`config.mk`:
```
export PLATFORM = sky130hd
export DESIGN_NAME = thstep_divsqrt
export DESIGN_NICKNAME = d
export VERILOG_FILES = /design/src/hw/rtl/turn_limited_homing_step_unit_assert.svh /design/src/hw/rtl/thstep_pkg.sv /design/src/hw/rtl/thstep_divsqrt.sv
export SDC_FILE = /design/constraint.sdc
export NUM_CORES = 1
export LEC_CHECK = 0
export BUFFER_PORTS_ARGS = -buffer_cell sky130_fd_sc_hd__buf_2
export CAP_MARGIN = 20
export CORE_ASPECT_RATIO = 1.1
export CORE_MARGIN = 1
export CORE_UTILIZATION = 40
export DETAILED_ROUTE_END_ITERATION = 10
export PLACE_DENSITY = 0.66
export SLEW_MARGIN = 15
export SYNTH_ARGS = -nofsm -noshare
export SYNTH_HDL_FRONTEND = slang
export SYNTH_SLANG_ARGS = --single-unit
```
`constraint.sdc`:
```
create_clock -name clk -period 5.3 [get_ports clk]
set_clock_uncertainty 0.1 [all_clocks]
set_input_delay 0.265 -clock clk [delete_from_list [all_inputs] [get_ports clk]]
set_output_delay 0.265 -clock clk [all_outputs]
set_load 0.005 [all_outputs]
```
`src/hw/rtl/turn_limited_homing_step_unit_assert.svh`:
```
// Assertion macros shared by the homing step unit.
`ifndef TURN_LIMITED_HOMING_STEP_UNIT_ASSERT_SVH
`define TURN_LIMITED_HOMING_STEP_UNIT_ASSERT_SVH
// An implication checked at every edge outside reset.
`define THS_ASSERT_IMP(lbl, ante, cons) \
  lbl: assert property (@(posedge clk) disable iff (!rst_n) (ante) |-> (cons)) \
    else $error("assertion failed");
// An implication with a non-overlapping consequent.
`define THS_ASSERT_NXT(lbl, ante, cons) \
  lbl: assert property (@(posedge clk) disable iff (!rst_n) (ante) |=> (cons)) \
    else $error("assertion failed");
`endif

```
`src/hw/rtl/thstep_pkg.sv`:
```
`default_nettype none
package thstep_pkg;
  localparam int PosW = 24;
  localparam int VelW = 16;
  localparam int CfgW = 15;

  typedef enum logic [1:0] {
    KIND_AIM = 2'd0,
    KIND_CCW = 2'd1,
    KIND_CW  = 2'd2,
    KIND_LAUNCH = 2'd3
  } kind_t;

  typedef enum logic [1:0] {
    CFG_SPEED = 2'd0,
    CFG_COS   = 2'd1,
    CFG_SIN   = 2'd2
  } cfg_idx_t;

  // Round a Q1.15 product sum half up and saturate to 16 bits.
  function automatic logic signed [VelW-1:0] q15_rnd_sat(input logic signed [33:0] p);
    logic signed [34:0] t;
    logic signed [19:0] q;
    begin
      t = {p[33], p} + 35'sd16384;
      q = t[34:15];
      if (q > 20'sd32767) q15_rnd_sat = 16'sh7fff;
      else if (q < -20'sd32768) q15_rnd_sat = 16'sh8000;
      else q15_rnd_sat = q[VelW-1:0];
    end
  endfunction
endpackage
`default_nettype wire

```
`src/hw/rtl/thstep_divsqrt.sv`:
```
`default_nettype none
// Shared restoring unit: a square root (two bits of the radicand per cycle)
// or an unsigned division (one quotient bit per cycle).
// The finished result is presented in the cycle in which done is high.
module thstep_divsqrt (
  input  wire logic        clk,
  input  wire logic        rst_n,
  input  wire logic        start,
  input  wire logic        is_sqrt,
  input  wire logic [51:0] num,
  input  wire logic [25:0] den,
  output logic             done,
  output logic [51:0]      res
);
  import thstep_pkg::*;

  logic        busy_r, busy_nxt;
  logic [5:0]  cnt_r, cnt_nxt;
  logic        sq_r, sq_nxt;
  logic [51:0] n_r, n_nxt;
  logic [53:0] rem_r, rem_nxt;
  logic [51:0] q_r, q_nxt;
  logic [25:0] d_r, d_nxt;
  logic [53:0] trial;
  logic [53:0] shr;

  always_comb begin
    busy_nxt = busy_r;
    cnt_nxt = cnt_r;
    sq_nxt = sq_r;
    n_nxt = n_r;
    rem_nxt = rem_r;
    q_nxt = q_r;
    d_nxt = d_r;
    done = 1'b0;
    shr = '0;
    trial = '0;
    if (start) begin
      busy_nxt = 1'b1;
      sq_nxt = is_sqrt;
      n_nxt = num;
      d_nxt = den;
      rem_nxt = '0;
      q_nxt = '0;
      cnt_nxt = is_sqrt ? 6'd26 : 6'd52;
    end else if (busy_r) begin
      if (sq_r) begin
        shr = {rem_r[51:0], n_r[51:50]};
        trial = {q_r[51:0], 2'b01};
        n_nxt = {n_r[49:0], 2'b00};
      end else begin
        shr = {rem_r[52:0], n_r[51]};
        trial = {28'd0, d_r};
        n_nxt = {n_r[50:0], 1'b0};
      end
      if (shr >= trial) begin
        rem_nxt = shr - trial;
        q_nxt = {q_r[50:0], 1'b1};
      end else begin
        rem_nxt = shr;
        q_nxt = {q_r[50:0], 1'b0};
      end
      cnt_nxt = cnt_r - 6'd1;
      if (cnt_r == 6'd1) begin
        busy_nxt = 1'b0;
        done = 1'b1;
      end
    end
  end

  assign res = q_nxt;

  always_ff @(posedge clk) begin
    if (!rst_n) begin
      busy_r <= 1'b0;
      cnt_r <= '0;
    end else begin
      busy_r <= busy_nxt;
      cnt_r <= cnt_nxt;
    end
    sq_r <= sq_nxt;
    n_r <= n_nxt;
    rem_r <= rem_nxt;
    q_r <= q_nxt;
    d_r <= d_nxt;
  end
endmodule
`default_nettype wire

```
==> results of run 1 <==
==> routing by layer <==
metal,up-vias,part of all wire [%],track usage [%]
li1,5183,-,-
met1,4818,47,26.5
met2,203,47,31.3
met3,28,4.0,3.88
met4,0,1.1,4.61
met5,-,0,0
==> cell usage after synthesis (4+ instances only) <==
cell type,number
or3_1,7
a221o_1,4
nand2_1,136
a31oi_1,11
edfxtp_1,79
clkbuf_1,44
and2_1,12
o21ai_1,14
nor4_1,5
a21oi_1,81
buf_1,13
a211oi_1,34
nand2b_1,4
buf_2,24
o211ai_1,6
nor3b_1,4
inv_1,37
o21a_1,8
mux2i_1,167
mux2_2,42
a21o_1,21
xor2_1,14
and3_1,4
a22oi_1,5
ha_1,56
xnor2_1,32
buf_4,4
dfxtp_1,112
nand4_1,22
nand3_1,15
nor2_1,138
nor2b_1,8
o21bai_1,12
nor3_1,18
o21ai_0,92
==> sequential cells by signal, indices dropped and copies added (netlist names) <==
name	flops
rem_r	53
n_r	52
q_r	52
d_r	26
cnt_r	6
busy_r	1
sq_r	1
==> worst max-delay path, delay by kind of cell (launching register included) <==
| kind | cells | cell delay (ns) |
|---|---|---|
| compound gates | 7 | 1.62 |
| buf+inv | 2 | 0.54 |
| mux | 1 | 0.42 |
| flops | 1 | 0.39 |
| fa+ha+maj | 1 | 0.35 |
| simple gates | 2 | 0.32 |
==> worst max-delay path by stage <==
| stage | from | end | depth (start not counted) |
|---|---|---|---|
| after floorplan | sq_r | rem_r[51] | 16 |
| after global placement | sq_r | rem_r[46] | 12 |
| after detailed placement | sq_r | rem_r[46] | 12 |
| after CTS | sq_r | res[0] | 12 |
| after global routing | sq_r | res[0] | 12 |
| final | sq_r | res[0] | 13 |
==> stage by stage <==
stage / instances / total power [uW] / cell area, um2 / hold WS (ns) / setup WS, ns
2_1_floorplan: 1351 / 5520 / 12400 / 0.264 / 0.889
3_3_place_gp: 1817 / 6200 / 13200 / 0.342 / 1.11
3_5_place_dp: 1817 / 6230 / 13200 / 0.343 / 1.04
4_1_cts: 1916 / 7570 / 14500 / 0.00457 / 0.783
5_1_grt: 1917 / 8150 / 14500 / 0.0143 / 0.526
6_report: 1917 / 7590 / 14500 / 0.0122 / 0.677
==> power breakdown <==
part | internal [uW] | leakage [uW] | switching [uW]
sequential | 1740 | 0.00171 | 136
clock | 643 | 0.000287 | 637
combinational | 1840 | 0.00431 | 2590
==> cell type report <==
cell class	count	area, um2
tap	414	518
clock inverter	13	144
fill	2879	15900
sequential	191	4620
clock buffer	19	443
inverter	37	139
multi-input combinational	1032	7180
timing repair buffer	211	1450
==> cell families after synthesis <==
kind of cell    Yosys count  synth area share [%]
compound gates          328                  16.8
xor+xnor                 46                  3.26
fa+ha+maj                57                  5.83
buf+inv                 128                  4.71
flops                   191                  37.3
mux                     210                  17.4
simple gates            391                  14.6
==> results by group, run 1 <==
Timing
  – RSZ-0062 raised after global routing: false
  – Maximum clock frequency: 216 MHz
  – Crit share post-route: 87.2%
  – Endpoints failing hold: 0
  – Worst Tran Pin Value: 0.849 ns
  – Count of final setup violators: 0
  – Relative slew slack: 43.2%
  – Post-route setup TNS: 0 ns
  – Fin crit period: 4.62 ns
  – Max Transition Viols Final: 0

Die
  – DIE HEIGHT: 186 um
  – Die Area: 0.0316 mm2
  – # rows: 67
  – Die width: 170 um
  – Initial Utilization: 40.6%
  – # IOs: 135
  – Core footprint: 0.0304 mm2

Worst setup path
  – R2R setup slack: 1.00 ns
  – CP dominant cell by count: a21oi_1
  – Setup CP Type: flop to primary output
  – Worst-path fanout max: 109
  – CP endpoint kind: primary output
  – Worst R2R Start: sq_r
  – Slowest-stage cell, CP: mux2_2
  – Slowest stage delay, CP: 0.42 ns
  – CP required: 4.93 ns
  – Worst endpoint data arrival time: 4.26 ns
  – Critical-path cell list: buf_12 -> mux2_2 -> ha_1 -> a21oi_1 -> o21ai_1 -> a221o_1 -> a21oi_2 -> o32a_1 -> o211ai_4 -> and2_1 -> a21oi_1 -> nor2_1 -> buf_2
  – Reg2Reg Depth: 13
  – End of the worst register-to-register path: rem_r[51]
  – Startpoint class of the critical path: flop

CTS
  – Worst-skew pair later-pin latency: 0.45 ns
  – Clock Pin Slew Worst Setup and Hold Paths: 0.07 ns
  – Num CTS Buffers: 17
  – CTS Hold Buffers Added: 67
  – Post-CTS Setup Bufs: 0
  – Post-CTS sizing: 0
  – CTS tree: yes
  – CTS Sinks: 191
  – CTS Buffer Depth: 2
  – Root Buffer: clkbuf_16
  – H-tree levels: 4

GRT
  – GR Overflow Total: 0
  – GRT Util Overall: 19.4%
  – Vias in the first global route: 10200
  – Initial antenna violation count: 0
  – First-pass GRT wire length: 51100 um
  – Largest net degree at the start of global routing: 110

Place
  – Post-DP HPWL: 21300 um
  – GPL Wtd Cong: 0.923
  – IO buf count: 134

Cells and area
  – Most common cell after layout, fill and taps aside: mux2i_1
  – Layout Area Growth over Synthesis: 17.2%
  – Nets: 1629
  – N_diodes: 0
  – Share of cells above drive strength 1: 16.4%
  – Post-Route Utilization: 47.6%
  – Most frequent cells in the layout: mux2i_1, nor2_1, nand2_1, buf_2, dfxtp_1

Drt
  – TritonRoute pass-1 iters: 9
  – Via count: 10200
  – Remaining DRCs: 0
  – Avg WL per Cell: 15.8 um
  – Routed wire length: 30300 um
  – Routed Antenna Nets: 0
  – Iter 0 DRT Violations: 591
  – Vias per inst: 5.34

Synth
  – Yosys reg bits: 191
  – Syn Inst Count: 1351
  – Mapped cell area: 0.0124 mm2
  – Post-synth ARST share: 0%
  – Post-synth top area cell: edfxtp_1
  – Synth area leaders: edfxtp_1, dfxtp_1, mux2i_1
  – Share of the synthesized area in the top cell type: 19.2%
  – Top FF cell, synth: dfxtp_1
  – Post-Syn Nets: 1490
  – Number of synthesized flops with an enable pin: 79
  – Unique cell type count in the Yosys netlist: 78
  – Sequential-to-total area share from yosys stat: 37.3%
  – Synth Warn #: 0
  – Mapped Avg Cell Area: 9.15 um2

Hold path
  – Worst Hold Path Cells: 3
  – Hold Crit Endpoint: n_r[7]
  – Critical hold path startpoint: num[7]
  – Hold/Removal Path Class: input pin to flop

Pwr
  – Leak Pwr: 0.00631 uW
  – VDD IR max: 0.287 mV
  – PwrDens: 524 mW/mm2

Run
  – Max Cap Viol: 0

Status
  – Status: finished, final reports clean
(Power assumes the default switching activity.)
==> inputs of run 2 (changes only) <==
Settings changed: PLACE_DENSITY 0.66 to 0.63.
==> results by group, run 2 (synthesis gave the netlist of run 1 again) <==
Timing
  – Worst setup margin: 0.879 ns (+0.203 ns)
  – Fin crit period: 4.42 ns (-0.203 ns)
  – Endpoints failing hold: 0 (unchanged)
  – Post-route setup TNS: 0 ns (unchanged)
  – Count of final setup violators: 0 (unchanged)
  – Crit share post-route: 83.4% (-3.8 points)
  – RSZ-0062 raised after global routing: false
  – Worst Tran Pin Value: 0.835 ns (-0.0142 ns)
  – Relative slew slack: 44.1% (+0.95 points)
  – Max Transition Viols Final: 0 (unchanged)
  – Maximum clock frequency: 226 MHz (+4.6%)

Status
  – Status: finished, final reports clean

Pwr
  – Sw Pwr: 3340 uW (-0.65%)
  – VDD IR max: 0.454 mV (+58%)
  – Comb power frac: 59.1% (+0.7 points)
  – Leak Pwr: 0.00634 uW (+0.37%)
  – Power share of the sequential group: 24.8% (about the same)
  – Clock power frac: 16.0% (-0.9 points)
  – PwrDens: 522 mW/mm2 (-0.43%)
  – Switching Share: 44.1% (-0.27 points)
  – Int Pwr: 4240 uW (+0.46%)

CTS
  – CTS tree: yes
  – CTS Buffer Depth: 2 (unchanged)
  – Clock Pin Slew Worst Setup and Hold Paths: 0.07 ns (about the same)
  – Num CTS Buffers: 17 (unchanged)
  – H-tree levels: 4 (unchanged)
  – Root Buffer: clkbuf_16
  – Worst-skew pair later-pin latency: 0.45 ns (about the same)
  – CTS Sinks: 191 (unchanged)

Worst setup path
  – Worst R2R Start: sq_r
  – Cell family with most CP delay: simple AND/OR/NAND/NOR gates
  – CP endpoint kind: primary output
  – Slowest-stage cell, CP: ha_1
  – CP required: 4.93 ns (about the same)
  – Crit path buf inv count: 2 (unchanged)
  – Slowest stage delay, CP: 0.45 ns (+0.03 ns)
  – Critical-path cell list: buf_12 -> mux2_2 -> ha_1 -> and4_1 -> nor3b_2 -> nand4_1 -> a21o_1 -> o211ai_4 -> and2_1 -> a21oi_1 -> nor2_1 -> buf_2
  – Reg2Reg Depth: 12 (-1)
  – Startpoint class of the critical path: flop
  – Setup CP Type: flop to primary output
  – End of the worst register-to-register path: rem_r[52]
  – Worst-path fanout max: 52 (-52%)
  – R2R setup slack: 1.19 ns (+0.19 ns)
  – Worst endpoint data arrival time: 4.06 ns (-0.20 ns)

Place
  – Dpl cells: 1818 (+0.055%)
  – GPL Wtd Cong: 0.910 (-1.5%)
  – Post-DP HPWL: 21200 um (-0.49%)
  – IO buf count: 134 (unchanged)
  – Worst slack, placed: 1.22 ns (+0.181 ns)

Cells and area
  – Biggest regs: rem_r x53, n_r x52, q_r x52
  – Most common cell after layout, fill and taps aside: mux2i_1
  – # fillers: 2865 (-0.49%)
  – Layout Area Growth over Synthesis: 17.6%
  – Largest register by flop count: rem_r
  – Share of cells above drive strength 1: 16.2% (-0.20 points)
  – N_diodes: 0 (unchanged)
  – Layout Cells excl Fill: 1923 (+0.31%)
  – Nets: 1635 (+0.37%)
  – Number of flip-flops in the largest register: 53 (unchanged)
  – Most frequent cells in the layout: mux2i_1, nor2_1, nand2_1, buf_2, dfxtp_1

Die
  – # IOs: 135 (unchanged)
  – Initial Utilization: 40.6% (unchanged)
  – Die width: 170 um (unchanged)
  – Die Area: 0.0316 mm2 (unchanged)
  – DIE HEIGHT: 186 um (unchanged)
  – # rows: 67 (unchanged)
  – Core footprint: 0.0304 mm2 (unchanged)

Drt
  – Vias per inst: 5.35 (+0.27%)
  – Avg WL per Cell: 15.8 um (-0.44%)
  – Remaining DRCs: 0 (unchanged)
  – Via count: 10300 (+0.59%)
  – TritonRoute pass-1 iters: 5 (-4)
  – Iter 0 DRT Violations: 575 (-2.7%)
  – Routed Antenna Nets: 0 (unchanged)
  – Routed wire length: 30300 um (-0.13%)

GRT
  – Initial antenna violation count: 0 (unchanged)
  – Largest net degree at the start of global routing: 175 (+59%)
  – GRT Util Overall: 19.4% (+0.022 points)
  – GR Overflow Total: 0 (unchanged)
  – Vias in the first global route: 10300 (+0.95%)
  – First-pass GRT wire length: 50400 um (-1.2%)

Hold path
  – Critical hold path startpoint: num[5]
  – Hold Crit Endpoint: n_r[5]
  – Worst Hold Path Cells: 3 (unchanged)
  – Hold/Removal Path Class: input pin to flop

Run
  – Max Cap Viol: 0 (unchanged)
run 2: cell count changes in the layout (fill, tap and decap cells not counted), moves of 2 or more:
cell           previous run  this run
dlygate4sd3_1            67        73
buf_4                     8         5
buf_12                    2         4
clkinv_2                  0         2
clkinv_8                  3         0
clkbuf_1                  1         3
run 2: per-layer routing:
metal,track usage [%],share of wire [%],up-vias
li1,-,-,5209
met4,5.99,1.6,0
met3,4.09,5.0,34
met2,32.2,47,252
met5,0,0,-
met1,25.2,46,4797
run 2: final cells by class:
class	instances	area [um2]	area share [%]
Multi-Input combinational cell	1032	7180	49.3
Inverter	37	139	0.955
Clock buffer	20	437	3.00
Sequential cell	191	4620	31.8
Tap cell	414	518	3.56
Clock inverter	12	103	0.705
Timing Repair Buffer	217	1550	10.7
run 2: worst max path at each step:
stage                     from   endpoint  slack [ns]  cells past startpoint
after floorplan           sq_r  rem_r[51]        0.89                     16
after global placement    sq_r  rem_r[51]        1.24                     12
after detailed placement  sq_r  rem_r[35]        1.22                     12
after CTS                 sq_r     res[0]        0.84                     12
after global routing      sq_r     res[0]        0.62                     12
final                     sq_r     res[0]        0.88                     12
run 2: power by group through the flow:
stage	Clock [uW]	Combinational [uW]	Sequential [uW]
finish	1220	4490	1880
global route	1310	4920	1910
CTS	1260	4460	1880
detailed placement	0	4390	1910
global placement	0	4360	1910
floorplan	0	3660	1860
run 2: what timing repair did:
item,in CTS,in global routing
hold buffers,73,0
hold endpoints to repair,76,0
buffers inserted,0,0
gates resized for setup,0,0
run 2: worst register-to-register path, cell delays in order (launching register included):
cell,delay [ns]
edfxtp_1,0.44
buf_12,0.32
mux2_2,0.46
ha_1,0.36
a21oi_1,0.34
a21oi_1,0.17
o21a_1,0.27
nor4b_4,0.28
o2111ai_1,0.31
a31oi_1,0.52
o21bai_1,0.21
xnor2_1,0.17
o21ai_1,0.07
run 2: stage by stage:
stage                     instance area [um2]  power [uW]  hold slack, ns  utilization, %
after floorplan                         12400        5520           0.264               -
after detailed placement                13300        6300           0.343            43.6
after global routing                    14500        8140          0.0105            47.8
final                                   14500        7590          0.0236            47.8
after global placement                  13200        6270           0.342            43.5
after CTS                               14500        7600         0.00110            47.8
